$ cat config.mk
export PLATFORM = sky130hd
export DESIGN_NAME = cipher_rotor_stepper
export DESIGN_NICKNAME = d
export VERILOG_FILES = /design/src/sv/crs_pkg.sv /design/src/sv/cipher_rotor_stepper.sv
export SDC_FILE = /design/constraint.sdc
export NUM_CORES = 2
export LEC_CHECK = 0
export ABC_AREA = 1
export BUFFER_PORTS_ARGS = -buffer_cell sky130_fd_sc_hd__buf_2
export CAP_MARGIN = 5
export CORE_MARGIN = 4
export CORE_UTILIZATION = 45
export CTS_CLUSTER_SIZE = 10
export DETAILED_ROUTE_END_ITERATION = 8
export PLACE_DENSITY = 0.63
export SLEW_MARGIN = 40
export SYNTH_ARGS = -nofsm -noshare
export SYNTH_HDL_FRONTEND = slang
export SYNTH_SLANG_ARGS = --single-unit
$ cat constraint.sdc
create_clock -name i_clk -period 15.6 [get_ports i_clk]
set_input_delay 1.56 -clock i_clk [delete_from_list [all_inputs] [get_ports i_clk]]
set_output_delay 1.56 -clock i_clk [all_outputs]
set_load 0.01 [all_outputs]
$ cat src/sv/crs_pkg.sv
// ============================================================================
// crs_pkg
// Shared constants, codes and helpers for the cipher rotor stepper.
// ============================================================================
package crs_pkg;

    // Sizes
    localparam int MAX_LETTERS = 64;
    localparam int LW          = 7;   // letter index width (0..64)
    localparam int AW          = 6;   // wiring memory address width
    localparam int OPW         = 3;
    localparam int IN_TDATA_W  = 24;  // 17 field bits padded to bytes
    localparam int OUT_TDATA_W = 16;
    localparam int CFG_IDX_W   = 2;
    localparam int CFG_DATA_W  = 64;

    // Operation codes
    localparam logic [OPW-1:0] OP_MAP_RL = 3'd0;
    localparam logic [OPW-1:0] OP_MAP_LR = 3'd1;
    localparam logic [OPW-1:0] OP_ROTATE = 3'd2;
    localparam logic [OPW-1:0] OP_LOAD   = 3'd3;
    localparam logic [OPW-1:0] OP_SETPOS = 3'd4;

    // Configuration register indexes
    localparam logic [CFG_IDX_W-1:0] CFG_SIZE  = 2'd0;
    localparam logic [CFG_IDX_W-1:0] CFG_RING  = 2'd1;
    localparam logic [CFG_IDX_W-1:0] CFG_NOTCH = 2'd2;

    // Sequencer states
    localparam logic [1:0] ST_IDLE = 2'd0;
    localparam logic [1:0] ST_EXEC = 2'd1;
    localparam logic [1:0] ST_LOAD = 2'd2;

    // Reset values
    localparam logic [LW-1:0] SIZE_RST = 7'd26;
    localparam logic [LW-1:0] RING_RST = 7'd1;
    localparam logic [LW-1:0] POS_RST  = 7'd1;

    typedef logic [LW-1:0] t_letter;

    // Clamp a written alphabet size into 2..MAX_LETTERS
    function automatic t_letter clamp_size(input t_letter v);
        t_letter r;
        r = v;
        if (v < 7'd2) r = 7'd2;
        if (v > LW'(MAX_LETTERS)) r = LW'(MAX_LETTERS);
        return r;
    endfunction

    // 1..n check
    function automatic logic in_range(input t_letter v, input t_letter n);
        return (v != '0) && (v <= n);
    endfunction

    // Convert a 1-based letter (1..64) to a memory address
    function automatic logic [AW-1:0] to_addr(input t_letter v);
        t_letter d;
        d = v - 7'd1;
        return d[AW-1:0];
    endfunction

endpackage

$ cat src/sv/cipher_rotor_stepper.sv
// ============================================================================
// cipher_rotor_stepper
// One substitution rotor: wiring and inverse wiring held in two synchronous
// memories, position and ring offset applied on the way in.
// ============================================================================
//
//  channel  | dir | signals                          | contents
//  ---------+-----+----------------------------------+-------------------------
//  s (item) | in  | i_s_tvalid/o_s_tready/i_s_tdata  | operation, pin, wire_value
//  m (res)  | out | o_m_tvalid/i_m_tready/o_m_tdata  | pin_out, found, position,
//           |     |                                  | at_notch
//  cfg      | in  | i_cfg_valid/o_cfg_ready/...      | register index and data
//
//  Map, rotate, set and undefined codes pass from the execute state to a
//  registered result; load adds a load state (wiring read, then inverse
//  read of the old value, then write back). The wiring memories have
//  registered reads. A new item is taken once the previous result is
//  registered. A stalled output holds the sequencer in its last state.
//  Reset restores position, size, ring and notch, clears loaded bits; memory
//  contents stay. Register writes are taken only while the sequencer idles.
// ============================================================================
module cipher_rotor_stepper (
    input  logic                              i_clk,
    input  logic                              i_rst_n,
    // input items
    input  logic                              i_s_tvalid,
    output logic                              o_s_tready,
    // [2:0] operation, [9:3] pin, [16:10] wire_value, [23:17] zero
    input  logic [crs_pkg::IN_TDATA_W-1:0]    i_s_tdata,
    // results
    output logic                              o_m_tvalid,
    input  logic                              i_m_tready,
    // [6:0] pin_out, [7] found, [14:8] position, [15] at_notch
    output logic [crs_pkg::OUT_TDATA_W-1:0]   o_m_tdata,
    // configuration writes
    input  logic                              i_cfg_valid,
    output logic                              o_cfg_ready,
    input  logic [crs_pkg::CFG_IDX_W-1:0]     i_cfg_index,
    input  logic [crs_pkg::CFG_DATA_W-1:0]    i_cfg_data
);

    localparam int N = crs_pkg::MAX_LETTERS;

    // Configuration and rotor state
    crs_pkg::t_letter r_size, r_ring, r_pos;
    logic [N-1:0]     r_notch;
    logic [N-1:0]     r_fwd_ld, r_inv_ld;

    // Latched item
    logic [1:0]                 r_state;
    logic [crs_pkg::OPW-1:0]    r_op;
    crs_pkg::t_letter           r_pin, r_wv, r_s;
    logic                       r_pin_ok, r_wv_ok, r_chk;

    // Wiring memories
    crs_pkg::t_letter mem_fwd [N];
    crs_pkg::t_letter mem_inv [N];
    crs_pkg::t_letter r_fwd_q, r_inv_q;

    // Output register
    logic                            r_out_valid;
    logic [crs_pkg::OUT_TDATA_W-1:0] r_out_data;

    // Item fields
    logic [crs_pkg::OPW-1:0] in_op;
    crs_pkg::t_letter        in_pin, in_wv;
    assign in_op  = i_s_tdata[2:0];
    assign in_pin = i_s_tdata[9:3];
    assign in_wv  = i_s_tdata[16:10];

    logic accept_in, out_free;
    assign o_s_tready  = (r_state == crs_pkg::ST_IDLE);
    assign accept_in   = i_s_tvalid && o_s_tready;
    assign out_free    = !r_out_valid || i_m_tready;
    assign o_cfg_ready = (r_state == crs_pkg::ST_IDLE);
    assign o_m_tvalid  = r_out_valid;
    assign o_m_tdata   = r_out_data;

    // Shifted pin: pin + ring offset + position offset, folded twice
    crs_pkg::t_letter ring_eff, s_pin;
    logic [7:0]       sum0, sum1, sum2;
    always_comb begin
        ring_eff = (r_ring == '0 || r_ring > r_size) ? 7'd1 : r_ring;
        sum0 = {1'b0, in_pin} + {1'b0, ring_eff - 7'd1} + {1'b0, r_pos - 7'd1};
        sum1 = (sum0 > {1'b0, r_size}) ? sum0 - {1'b0, r_size} : sum0;
        sum2 = (sum1 > {1'b0, r_size}) ? sum1 - {1'b0, r_size} : sum1;
        s_pin = sum2[6:0];
    end

    // Memory read ports
    logic                fwd_rd_en, inv_rd_en, go_load;
    logic [crs_pkg::AW-1:0] fwd_rd_addr, inv_rd_addr, old_addr, pin_addr;
    assign old_addr = crs_pkg::to_addr(r_fwd_q);
    assign pin_addr = crs_pkg::to_addr(r_pin);
    assign go_load  = (r_state == crs_pkg::ST_EXEC) && (r_op == crs_pkg::OP_LOAD)
                      && r_pin_ok && r_wv_ok;
    always_comb begin
        fwd_rd_en   = accept_in;
        fwd_rd_addr = (in_op == crs_pkg::OP_MAP_RL) ? crs_pkg::to_addr(s_pin)
                                                    : crs_pkg::to_addr(in_pin);
        inv_rd_en   = accept_in || go_load;
        inv_rd_addr = accept_in ? crs_pkg::to_addr(s_pin) : old_addr;
    end

    // Result of the finishing state
    logic             finish, do_write, clear_old, res_found;
    crs_pkg::t_letter res_pout, n_pos, map_v;
    logic             map_ld;
    always_comb begin
        finish   = 1'b0;
        do_write = 1'b0;
        res_found = 1'b0;
        res_pout  = '0;
        n_pos     = r_pos;
        map_v     = (r_op == crs_pkg::OP_MAP_RL) ? r_fwd_q : r_inv_q;
        map_ld    = (r_op == crs_pkg::OP_MAP_RL) ? r_fwd_ld[crs_pkg::to_addr(r_s)]
                                                 : r_inv_ld[crs_pkg::to_addr(r_s)];
        clear_old = r_chk && r_inv_ld[old_addr] && (r_inv_q == r_pin);
        if (r_state == crs_pkg::ST_EXEC && !go_load) begin
            finish = out_free;
            unique case (r_op)
                crs_pkg::OP_MAP_RL, crs_pkg::OP_MAP_LR: begin
                    if (r_pin_ok && map_ld && crs_pkg::in_range(map_v, r_size)) begin
                        res_found = 1'b1;
                        res_pout  = map_v;
                    end
                end
                crs_pkg::OP_ROTATE: begin
                    res_found = 1'b1;
                    n_pos = (r_pos + 7'd1 > r_size) ? 7'd1 : r_pos + 7'd1;
                end
                crs_pkg::OP_SETPOS: begin
                    if (r_pin_ok) begin
                        res_found = 1'b1;
                        n_pos = r_pin;
                    end
                end
                default: begin
                    res_found = 1'b0;
                end
            endcase
        end else if (r_state == crs_pkg::ST_LOAD) begin
            finish    = out_free;
            do_write  = out_free;
            res_found = 1'b1;
        end
    end

    logic at_notch;
    assign at_notch = r_notch[crs_pkg::to_addr(n_pos)];

    // Wiring memories: registered reads, write back at end of a load
    always_ff @(posedge i_clk) begin
        if (fwd_rd_en) r_fwd_q <= mem_fwd[fwd_rd_addr];
        if (inv_rd_en) r_inv_q <= mem_inv[inv_rd_addr];
        if (do_write) begin
            mem_fwd[pin_addr]                  <= r_wv;
            mem_inv[crs_pkg::to_addr(r_wv)]    <= r_pin;
        end
    end

    // Item latch (payload, no reset)
    always_ff @(posedge i_clk) begin
        if (accept_in) begin
            r_op     <= in_op;
            r_pin    <= in_pin;
            r_wv     <= in_wv;
            r_s      <= s_pin;
            r_pin_ok <= crs_pkg::in_range(in_pin, r_size);
            r_wv_ok  <= crs_pkg::in_range(in_wv, r_size);
        end
        if (go_load) r_chk <= r_fwd_ld[pin_addr];
        if (finish) r_out_data <= {at_notch, n_pos, res_found, res_pout};
    end

    // Sequencer, output valid, loaded bits, configuration
    always_ff @(posedge i_clk) begin
        if (!i_rst_n) begin
            r_state     <= crs_pkg::ST_IDLE;
            r_out_valid <= 1'b0;
            r_fwd_ld    <= '0;
            r_inv_ld    <= '0;
            r_pos       <= crs_pkg::POS_RST;
            r_size      <= crs_pkg::SIZE_RST;
            r_ring      <= crs_pkg::RING_RST;
            r_notch     <= '0;
        end else begin
            // output register
            if (finish)          r_out_valid <= 1'b1;
            else if (i_m_tready) r_out_valid <= 1'b0;

            // state
            unique case (r_state)
                crs_pkg::ST_IDLE: if (accept_in) r_state <= crs_pkg::ST_EXEC;
                crs_pkg::ST_EXEC: begin
                    if (go_load)     r_state <= crs_pkg::ST_LOAD;
                    else if (finish) r_state <= crs_pkg::ST_IDLE;
                end
                crs_pkg::ST_LOAD: if (finish) r_state <= crs_pkg::ST_IDLE;
                default: r_state <= crs_pkg::ST_IDLE;
            endcase

            // loaded bits: clear stale inverse first, then set the new pair
            if (do_write) begin
                r_fwd_ld[pin_addr] <= 1'b1;
                if (clear_old && old_addr != crs_pkg::to_addr(r_wv))
                    r_inv_ld[old_addr] <= 1'b0;
                r_inv_ld[crs_pkg::to_addr(r_wv)] <= 1'b1;
            end

            // position and configuration registers
            if (finish) begin
                r_pos <= n_pos;
            end else if (i_cfg_valid && o_cfg_ready) begin
                unique case (i_cfg_index)
                    crs_pkg::CFG_SIZE: begin
                        r_size <= crs_pkg::clamp_size(i_cfg_data[6:0]);
                        if (r_pos > crs_pkg::clamp_size(i_cfg_data[6:0]))
                            r_pos <= 7'd1;
                    end
                    crs_pkg::CFG_RING:  r_ring  <= i_cfg_data[6:0];
                    crs_pkg::CFG_NOTCH: r_notch <= i_cfg_data;
                    default: ;
                endcase
            end
        end
    end

endmodule
==> impl_metrics.yaml <==
status:
  status: "complete, no violations"
synth:
  synth_nets: 6301
  synthCells: 6123
  syn_area_um2: 55760
  synth_flop_cell: "edfxtp_1"
  synth.avg_cell_area_um2: 9.106
  synthArstFlopShare_pct: 0
  yosys_warnings: 0
  yosysUniqueCellTypes: 58
  synth_edf_count: 952
  seq_area_frac_synth_pct: 59.03
  ys_ff_latch: 1168
sta:
  finalClockSkew_ps: 32.84
  rsz0062_at_grt: "no"
  setup_viol: 0
  tightest_slew_ps: 913.4
  hold_slack_ps: 463.4
  fmax_mhz: 95.82
  post-route-period-util_pct: 66.90
  max_slew_margin_pct: 38.88
  timing_hold_violations_final: 0
  period_minus_slack_ps: 10440
  drv_slew: 0
  setup_tns_ps: 0
  fin_ws_ps: 5164
floorplanning:
  core_area_um2: 122400
  start_util_pct: 45.57
  ios: 114
  die_w_um: 360.0
  die_y_um: 360.0
  die-area_um2: 129600
  rows: 128
final_layout:
  finalNonFillerCells: 7856
  design_area_um2: 62050
  fillers: 11218
  nets: 6322
  fin_util_pct: 50.71
  syn_to_final_growth_pct: 11.29
  layout-drive-gt1-share_pct: 7.928
  final_common_cell: "nand2_1"
  diodes: 0
  layout_common_cells: "nand2_1 (1,164), inv_1 (1,123), nand3_1 (1,063)"
power_and_ir_drop:
  p_leak_nw: 25.72
  ir_drop_uv: 215.0
  power_density_nw_per_um2: 165.3
  total_power_mw: 10.26
drt:
  vias: 42370
  drt-total-wl_um: 155300
  drc_errors: 0
  drtIter0Drc: 4577
  viasPerCell: 5.393
  first_pass_iters: 6
  antenna_left: 0
  wl_per_cell_um: 19.77
clock_network:
  path_clk_slew_ps: 60
  holdBufCountCts: 0
  ctsHtreeMaxLevel: 4
  clock_latency_ps: 770
  cts_buffers: 138
  ctsLongestPathBuffers: 3
  cts.sinks: 1168
  cts.root.buffer_cell: "clkbuf_16"
  cts_setup_buffers: 0
  cts_resized: 0
  cts_tree: "built"
global_route:
  grt_overflow: 0
  grt_pass1_vias: 40037
  grtUsageTotal_pct: 23.44
  grt_max_degree: 118
  grt_pass1_wl_um: 237300
  antenna_found_initial: 2
critical_path:
  path_common_cell: "nand2_1"
  cp_data_required_time_ps: 16070
  critPathMaxFanout: 113
  critPathMaxStageDelay_ps: 600
  arrival_ps: 10900
  crit_slowest_cell: "clkinv_4"
  end_kind: "register"
  path_class: "reg -> reg"
  start_kind: "register"
placement:
  dp.final_hpwl_um: 93190
  dp_worst_setup_slack_ps: 5228
  port-buffer-count: 106
  gp_congestion: 0.9270
  place_area_um2: 57770
  place_inst: 7624
job:
  maxCapViolations: 0
hold_path:
  hold_path.class: "reg -> reg"
logic make-up (layout without fill, tap and decap cells):
| group | after synthesis | in the layout | synth area share [%] |
|---|---|---|---|
| AOI/OAI and AO/OA | 647 | 647 | 6.709 |
| DFF | 1168 | 1168 | 59.03 |
| buffers and inverters | 1429 | 1537 | 10.04 |
| xor gates and xnor gates | 50 | 50 | 0.8393 |
| adders and majority gates | 83 | 83 | 1.997 |
| and+or+nand+nor | 2746 | 2746 | 21.39 |
area by class of cell:
| cell class | count | area (um^2) | share of cell area (%) |
|---|---|---|---|
| clock buffers | 208 | 3841 | 6.190 |
| clock inverters | 19 | 217.7 | 0.3508 |
| inverters | 1151 | 4333 | 6.983 |
| multi-input cells | 3526 | 17640 | 28.42 |
| flip-flops and latches | 1168 | 32910 | 53.04 |
| well taps | 1625 | 2033 | 3.277 |
| repair buffers | 159 | 1079 | 1.738 |
registers in the layout, indices dropped and copies added, names as in the netlist, 2 cells and up:
signal     flops
r_s            6
r_inv_ld      64
r_ring         7
r_wv           7
r_fwd_q        7
mem_inv      448
r_state        2
r_fwd_ld      64
mem_fwd      448
r_op           3
o_m_tdata     16
r_pin          7
r_notch       64
r_inv_q        7
r_size         7
r_pos          7
Yosys cell counts (all sizes together) (2+ instances only):
cell type	instances	area (um^2)
nand2	1184	4499
inv	1142	4289
nand3	1068	5378
edfxtp	952	28590
nor2	429	1643
o21ai	269	1369
dfxtp	216	4324
a21oi	190	954.7
buf	139	753.2
clkbuf	139	521.8
ha	73	913.4
o21a	65	488.0
xor2	40	372.9
o22ai	38	237.7
nor3	33	191.4
o211ai	22	165.2
nand4	15	100.1
o311ai	13	113.9
a211oi	10	75.07
fa	10	200.2
xnor2	10	95.10
a22oi	9	67.56
clkinv	9	33.78
nand3b	7	52.55
a221oi	6	52.55
a22o	6	52.55
or2	6	37.54
a31oi	4	25.02
nor4	3	18.77
o221ai	3	26.28
a221o	2	20.02
o2111ai	2	17.52
o21bai	2	15.01
power by group:
group	switching, mW	total, mW	internal (mW)
Sequential	0.0328	3.48	3.45
Clock	1.25	2.95	1.70
Combinational	2.79	3.83	1.03
layer usage:
| metal | vias to the layer above | track usage (%) | share of wire (%) |
|---|---|---|---|
| li1 | 20167 | - | - |
| met3 | 308 | 4.002 | 8.1 |
| met2 | 1710 | 36.89 | 46 |
| met5 | - | 0 | 0.0084 |
| met4 | 2 | 8.558 | 3.4 |
| met1 | 20183 | 32.80 | 43 |
worst max-delay path, delay by kind of cell (launching register included):
kind,cells,cell delay [ps]
fa+ha+maj,9,3230
buf+inv,7,2090
compound gates,6,1130
xor+xnor,1,180
simple gates,28,2960
flops,1,380
worst paths after layout:
kind,start,to,slack (ps),cells past startpoint
max,r_size[1],r_fwd_q[1],5160,51
min,r_fwd_ld[45],r_fwd_ld[45],460,1
max reg2reg,r_size[1],r_fwd_q[1],5160,51
min reg2reg,r_fwd_ld[45],r_fwd_ld[45],460,1
No activity file was read; power rests on OpenSTA's default activity.
